==> config.mk <==
export PLATFORM = sky130hd
export DESIGN_NAME = hsat_lane
export DESIGN_NICKNAME = d
export VERILOG_FILES = /design/src/rtl/core/hsat_pkg.sv /design/src/rtl/core/hsat_lane.sv
export SDC_FILE = /design/constraint.sdc
export NUM_CORES = 2
export LEC_CHECK = 0
export BUFFER_PORTS_ARGS = -buffer_cell sky130_fd_sc_hd__buf_4
export CAP_MARGIN = 20
export CORE_UTILIZATION = 30
export DETAILED_ROUTE_END_ITERATION = 12
export PLACE_DENSITY = 0.54
export REMOVE_ABC_BUFFERS = 1
export SYNTH_ARGS = -nofsm -noshare
export SYNTH_HDL_FRONTEND = slang
export SYNTH_SLANG_ARGS = --single-unit
==> constraint.sdc <==
create_clock -name clk -period 8.8 [get_ports clk]
set_clock_uncertainty 0.1 [all_clocks]
set_input_delay 1.32 -clock clk [delete_from_list [all_inputs] [get_ports clk]]
set_output_delay 1.32 -clock clk [all_outputs]
set_load 0.01 [all_outputs]
==> src/rtl/core/hsat_pkg.sv <==
// ----------------------------------------------------------------------------
// hsat_pkg: shared types and constants for the Helmert transform
// Coordinate, rotation and accumulator widths, payload words, direction codes.
// ----------------------------------------------------------------------------
package hsat_pkg;

	function automatic int imax(input int a, input int b);
		return (a > b) ? a : b;
	endfunction

	// number formats
	localparam int COORD_BITS = 40;
	localparam int FRAC_BITS  = 40;
	localparam int ROT_W      = 32;
	localparam int SHIFT_W    = 31;
	localparam int FRAME_W    = 8;

	// config port
	localparam int CFG_DATA_W = 32;
	localparam int REG_IDX_W  = 3;

	localparam logic [REG_IDX_W-1:0] REG_FRAME_PAIR  = 3'd0;
	localparam logic [REG_IDX_W-1:0] REG_ROT_X       = 3'd1;
	localparam logic [REG_IDX_W-1:0] REG_ROT_Y       = 3'd2;
	localparam logic [REG_IDX_W-1:0] REG_ROT_Z       = 3'd3;
	localparam logic [REG_IDX_W-1:0] REG_SCALE_DELTA = 3'd4;
	localparam logic [REG_IDX_W-1:0] REG_SHIFT_X     = 3'd5;
	localparam logic [REG_IDX_W-1:0] REG_SHIFT_Y     = 3'd6;
	localparam logic [REG_IDX_W-1:0] REG_SHIFT_Z     = 3'd7;

	// direction codes
	localparam logic [1:0] DIR_FWD  = 2'd0;
	localparam logic [1:0] DIR_INV  = 2'd1;
	localparam logic [1:0] DIR_NONE = 2'd2;

	// multiplier split: low part unsigned, high part signed
	localparam int SPLIT_W = 16;
	localparam int HI_W    = COORD_BITS - SPLIT_W;
	localparam int PROD_W  = ROT_W + COORD_BITS;            // scale * v
	localparam int RND_W   = PROD_W + 1 - FRAC_BITS;        // round(scale * v)
	localparam int U_W     = imax(imax(COORD_BITS, RND_W), SHIFT_W) + 2;
	localparam int UHI_W   = U_W - SPLIT_W;
	localparam int XP_W    = ROT_W + U_W + 1;               // cross term
	localparam int ACC_W   = imax(imax(U_W + FRAC_BITS, PROD_W),
		imax(SHIFT_W + FRAC_BITS, XP_W)) + 3;
	localparam int Q_W     = ACC_W + 1 - FRAC_BITS;

	// edges from the accepting edge to the edge that ends the strobe cycle
	localparam int PIPE_DEPTH = 7;

	typedef logic signed [COORD_BITS-1:0] coord_t;
	typedef logic signed [ROT_W-1:0]      rot_t;
	typedef logic signed [SHIFT_W-1:0]    shift_t;
	typedef logic signed [U_W-1:0]        u_t;
	typedef logic signed [ACC_W-1:0]      acc_t;

	localparam coord_t COORD_MAX = {1'b0, {(COORD_BITS-1){1'b1}}};
	localparam coord_t COORD_MIN = {1'b1, {(COORD_BITS-1){1'b0}}};

	typedef struct packed {
		coord_t               in_x;
		coord_t               in_y;
		coord_t               in_z;
		logic [FRAME_W-1:0]   src_frame;
	} in_word_t;

	typedef struct packed {
		coord_t     out_x;
		coord_t     out_y;
		coord_t     out_z;
		logic [1:0] direction;
		logic       saturated;
	} out_word_t;

	typedef struct packed {
		logic       vld;
		logic [1:0] dir;
	} ctl_t;

endpackage

==> src/rtl/core/hsat_lane.sv <==
// ----------------------------------------------------------------------------
// hsat_lane: per-axis scale stage
// Forms scale*v in two registered partial products, then the rotation
// operand u and the axis-local accumulator part.
// ----------------------------------------------------------------------------
module hsat_lane (
	input  logic             clk,
	input  hsat_pkg::coord_t v,       // s1
	input  logic             inv,     // aligned with s2
	input  hsat_pkg::rot_t   scale,
	input  hsat_pkg::shift_t shift,
	output hsat_pkg::u_t     u_s3,
	output hsat_pkg::acc_t   base_s3
);

	logic signed [hsat_pkg::ROT_W+hsat_pkg::HI_W-1:0] ph_s2;
	logic signed [hsat_pkg::ROT_W+hsat_pkg::SPLIT_W:0] pl_s2;
	hsat_pkg::coord_t                                  v_s2;
	logic signed [hsat_pkg::PROD_W-1:0]                sv;
	logic [hsat_pkg::PROD_W:0]                         sv_r;
	logic signed [hsat_pkg::RND_W-1:0]                 rnd;
	hsat_pkg::u_t                                      u_d;
	hsat_pkg::acc_t                                    base_d;

	always_ff @(posedge clk) begin
		ph_s2 <= scale * $signed(v[hsat_pkg::COORD_BITS-1:hsat_pkg::SPLIT_W]);
		pl_s2 <= scale * $signed({1'b0, v[hsat_pkg::SPLIT_W-1:0]});
		v_s2  <= v;
	end

	always_comb begin
		sv   = $signed({ph_s2, {hsat_pkg::SPLIT_W{1'b0}}})
			+ hsat_pkg::PROD_W'(pl_s2);
		// round half up
		sv_r = (hsat_pkg::PROD_W+1)'(sv)
			+ ((hsat_pkg::PROD_W+1)'(1) << (hsat_pkg::FRAC_BITS-1));
		rnd  = sv_r[hsat_pkg::PROD_W:hsat_pkg::FRAC_BITS];
		if (inv) begin
			u_d    = hsat_pkg::U_W'(v_s2) - hsat_pkg::U_W'(rnd)
				- hsat_pkg::U_W'(shift);
			base_d = '0;
		end else begin
			u_d    = hsat_pkg::U_W'(v_s2);
			base_d = hsat_pkg::ACC_W'(sv)
				+ (hsat_pkg::ACC_W'(shift) << hsat_pkg::FRAC_BITS);
		end
	end

	always_ff @(posedge clk) begin
		u_s3    <= u_d;
		base_s3 <= base_d;
	end

endmodule

* Word-level counts from Yosys, hierarchy flattened
Index checks and enable logic that the tools add are counted.
** Cells by class
- $mul :: 2
- Reductions and logical operators :: 0
- Div/mod/pow operators :: 0
- Equal/unequal tests :: 0
- Bitwise logic cells :: 0
- Mux-type cells :: 1
- $add $sub $neg :: 5
- Magnitude comparators :: 0
- Shifts and indexed selects :: 0
** Operators by type and width (number)
- $add A72 B41 Y73 const B :: 1
- $add A72 B71 Y73 :: 1
- $add A72 B49 Y72 :: 1
- $mul A32 B24 Y56 :: 1
- $mul A32 B17 Y49 :: 1
- $mux W42 :: 1
- $sub A41 B31 Y42 :: 1
- $sub A40 B33 Y41 :: 1
** Word-level totals
- Memories :: 0
- Output and inout bits :: 127
- Register bits after elaboration :: 272
- Input bits :: 105
- Word-level logic and storage cells :: 13
- Bits in read-only memories :: 0
- Latch bits :: 0
- RAM bits :: 0

* Logic depth before layout (Yosys ltp)
- Depth in word-level cells :: 5
- Gate-level depth with buffers :: 29
- Gate-level depth less buffers :: 28

* Least setup slack after synthesis
Ideal clock, no wire load.
- Kind :: input-to-reg
- From :: input port v[25]
- To :: register ph_s2[52] (netlist bit)
- Path buffers :: 1
- Setup time :: 0.131 ns
- Data required time :: 8.569 ns
- Path slack :: 1.019 ns
- Cell stages on the path :: 26
- Arrival time :: 7.551 ns
- Path through :: clkbuf_1 nand2_1 fa_1 fa_1 inv_1 fa_1 inv_1 fa_1 inv_1 fa_1 fa_1 inv_1 fa_1 inv_1 ha_1 a21o_1 a21oi_1 o21ai_0 o2111ai_1 and4_1 a211oi_1 o31a_1 a221o_1 a32oi_1 o31ai_1 xor2_1
** On the way
- Word-level cells in the longest chain between the ends :: 1
** RTL lines
- from (decl) :: line hsat_lane.sv:8 : input hsat_pkg::coord_t v,
- $mul A32 B24 Y56 :: line hsat_lane.sv:26 : ph_s2 <= scale * $signed(v[hsat_pkg::COORD_BITS-1:hsat_pkg::SPLIT_W]);
- to (signal assigned) :: line hsat_lane.sv:26
- to (decl) :: line hsat_lane.sv:16 : logic signed [hsat_pkg::ROT_W+hsat_pkg::HI_W-1:0] ph_s2;
No other way between the ends.
A chain may end at the register's enable or synchronous reset.

* Final worst setup path
- From :: input port scale[12]
- To :: register pl_s2[47] (netlist bit)
** On the way
- Word-level cells in the longest chain between the ends :: 1
** RTL lines
- from (decl) :: line hsat_lane.sv:10 : input hsat_pkg::rot_t scale,
- $mul A32 B17 Y49 :: line hsat_lane.sv:27 : pl_s2 <= scale * $signed({1'b0, v[hsat_pkg::SPLIT_W-1:0]});
- to (signal assigned) :: line hsat_lane.sv:27
- to (decl) :: line hsat_lane.sv:17 : logic signed [hsat_pkg::ROT_W+hsat_pkg::SPLIT_W:0] pl_s2;
No other way between the ends.

==> results.cfg <==
[status]
status = complete, no violations

[detailed_routing]
drt-pass1-iter-count = 5
ant_nets = 0
wl_um = 180000
detail_route.wl_per_cell_um = 19.3
detail_route.iter0.violations = 2415
drc = 0
vias = 44200
viasPerCell = 4.72

[flow_run]
cap_viol_max_count = 0

[finish]
area_delta_synth_final_pct = 10.1
instances_no_fill = 9360
numnets_final = 8505
nFillCells = 20500
post_route_cells_drive_above_1_share_pct = 6.88

[worst_setup_path]
critical_path.endpoint_type = flop
timing.critical_path.fanout_max = 25
critPathKind = in -> reg
cp_common_cell = sky130_fd_sc_hd__fa_1
timing.critical_path.from_type = input pin
timing.critical_path.arrival_ns = 8.50
crit_slowest_cell = sky130_fd_sc_hd__a311oi_1
timing.critical_path.slowest_cell_delay_ns = 0.61
worst_ep_required_time_ns = 9.16

[timing]
final_max_slew_viol_count = 0
fin_crit_sh_pct = 92.4
totalNegativeSetupSlack_ns = 0
final.min_clock_period_ns = 8.13
final-setup-viol-count = 0
tightest_slew_ns = 1.04
achievable-frequency_mhz = 123
grt_setup_unrepaired = no
timing.slew.headroom_pct = 29.7
report.final.hold_viol_count = 0

[clock_network]
post_cts_setup_buffers = 0
insertion_delay_of_the_later_clocked_pin_in_the_worst_skew_pair_ns = 0.59
cts-buffers-inserted = 35
clock_tree.htree_level_count = 2
hold_buffers = 0
tritoncts = yes
ctsResizeCount = 0
clk_transition_reported_paths_ns = 0.06
cts_sinks = 260
clock_path_buffers = 3
cts_root_buf = sky130_fd_sc_hd__clkbuf_16

[synth]
synth_top_cells_by_area = sky130_fd_sc_hd__fa_1 44%, sky130_fd_sc_hd__inv_1 9.2%, sky130_fd_sc_hd__dfxtp_1 8.8%
synth_area_per_cell_um2 = 8.98
netlist_top_cells_count = 1,453 x sky130_fd_sc_hd__inv_1, 1,314 x sky130_fd_sc_hd__fa_1, 893 x sky130_fd_sc_hd__nand2_1, 513 x sky130_fd_sc_hd__and2_1, 398 x sky130_fd_sc_hd__ha_1
post_synth_edffs = 0
dominantRegCellSynth = sky130_fd_sc_hd__dfxtp_1
share_of_flip_flops_with_an_asynchronous_set_or_reset_after_synthesis_pct = 0
synth_most_common_cell = sky130_fd_sc_hd__inv_1
cells_after_synthesis = 6618
synth_seq_cells = 260
synth.yosys.seq_area_share_pct = 8.76
ys.warnings.count = 0
synth.lib_cells_used.distinct = 97
post_synthesis_cell_area_mm2 = 0.0594
yosysTopAreaCell = sky130_fd_sc_hd__fa_1
synth_top_area_share_pct = 44.3

[global_routing]
initial_antenna_violation_count = 19
groute.usage.overall_pct = 18.5
maximum_number_of_pins_on_one_net_before_global_route_repair = 74
grt_pass1_vias = 48400
first_pass_grt_wire_length_um = 285000
overflow_left_after_global_routing = 0

[floorplanning]
fp.dieW_um = 447
floorplan.die.height_um = 447
core_area_mm2 = 0.197
std_cell_rows = 163
start_util_pct = 30.2
floorplan_die_area_mm2 = 0.200
io-pin-count = 232

[place]
globalplace.congestion = 0.870
placed_cells_incl_taps = 9291
place.port_buffers = 231
hpwlAfterDp_um = 149000

[worst_hold_path]
min_path_type = reg -> reg
[path summary, 6_finish.rpt]
path              startpoint         end  slack (ns)  depth (start not counted)
setup / recovery   scale[12]   pl_s2[47]        0.67                         25
hold / removal      pl_s2[4]  base_s3[4]        0.33                          1
setup reg to reg    ph_s2[0]    u_s3[39]        0.91                         29
hold reg to reg     pl_s2[4]  base_s3[4]        0.33                          1
[metal layers]
layer,share of wire [%],global-route usage (%),vias up
li1,-,-,20000
met1,43,24.0,22800
met2,49,32.5,1112
met3,5.0,2.08,216
met4,2.4,4.58,14
met5,0.055,0,-
[placed cells by master, fill, tap and decap left out, types with 9 or more instances in the layout]
master,synthesis,routed
sky130_fd_sc_hd__nand2_1,893,893
sky130_fd_sc_hd__clkbuf_16,0,36
sky130_fd_sc_hd__o211ai_1,20,20
sky130_fd_sc_hd__xor2_1,74,74
sky130_fd_sc_hd__buf_4,17,336
sky130_fd_sc_hd__dfxtp_1,260,260
sky130_fd_sc_hd__or2_2,10,10
sky130_fd_sc_hd__inv_1,1453,1453
sky130_fd_sc_hd__fa_1,1314,1314
sky130_fd_sc_hd__a21oi_1,224,224
sky130_fd_sc_hd__o21ai_1,13,13
sky130_fd_sc_hd__or3_1,11,11
sky130_fd_sc_hd__mux2i_1,10,10
sky130_fd_sc_hd__o21ai_0,118,118
sky130_fd_sc_hd__o21bai_1,29,29
sky130_fd_sc_hd__a21o_1,105,105
sky130_fd_sc_hd__nand2b_1,29,29
sky130_fd_sc_hd__nor2_1,204,204
sky130_fd_sc_hd__and3_1,32,32
sky130_fd_sc_hd__xnor2_1,154,154
sky130_fd_sc_hd__o2111ai_1,9,9
sky130_fd_sc_hd__and4_1,9,9
sky130_fd_sc_hd__a31oi_1,24,24
sky130_fd_sc_hd__nand3_1,55,55
sky130_fd_sc_hd__o21a_1,33,33
sky130_fd_sc_hd__ha_1,398,398
sky130_fd_sc_hd__and2_1,513,513
sky130_fd_sc_hd__nor2b_1,52,52
sky130_fd_sc_hd__o31ai_1,20,20
sky130_fd_sc_hd__nor3_1,42,42
sky130_fd_sc_hd__buf_12,0,9
sky130_fd_sc_hd__nand4_1,26,26
sky130_fd_sc_hd__a211oi_1,25,25
[flip-flops by register name, indices dropped and copies added (netlist names)]
signal   flops
base_s3     73
ph_s2       56
pl_s2       49
u_s3        42
v_s2        40
[per-stage QoR]
| stage | setup WS [ns] | instance area, um^2 | utilization, % | hold WS (ns) |
|---|---|---|---|---|
| CTS | 0.731 | 65400 | 33.2 | 0.336 |
| global route | 0.139 | 65400 | 33.2 | 0.350 |
| floorplan | 1.23 | 58200 | - | 0.314 |
| detailed placement | 0.154 | 64200 | 32.6 | 0.322 |
| finish | 0.665 | 65400 | 33.2 | 0.332 |
| global placement | 0.222 | 64200 | 32.6 | 0.321 |
[worst max-delay path: cells and delay by family]
family	cells	cell delay (ns)
simple gates	1	0.11
xor+xnor	1	0.14
fa+ha+maj	7	3.34
compound gates	9	2.61
buf+inv	7	0.94
[final cells by class]
type | count | area (um^2) | share of cell area (%)
multi-input cells | 4593 | 47500 | 72.6
well taps | 2640 | 3300 | 5.05
flip-flops and latches | 260 | 5200 | 7.95
clock inverters | 20 | 293 | 0.447
clock buffers | 43 | 947 | 1.45
repair buffers | 345 | 2700 | 4.13
diodes | 6 | 15.0 | 0.0229
inverters | 1453 | 5450 | 8.34
[logic make-up (layout without fill, tap and decap cells)]
logic type / count (synthesis) / after routing / synth area share, %
buffers and inverters: 1765 / 1861 / 11.3
adder cells (fa/ha/maj): 1712 / 1712 / 52.6
flip-flops: 260 / 260 / 8.76
XOR/XNOR: 231 / 231 / 3.44
multiplexers: 16 / 16 / 0.282
AO/OA/AOI/OAI: 719 / 719 / 8.00
AND/OR/NAND/NOR: 1915 / 1915 / 15.6
other: 0 / 6 / 0
Power is left out: the tool's default activity adds up to more than one toggle a clock period on the data nets, which glitch-free logic cannot reach.
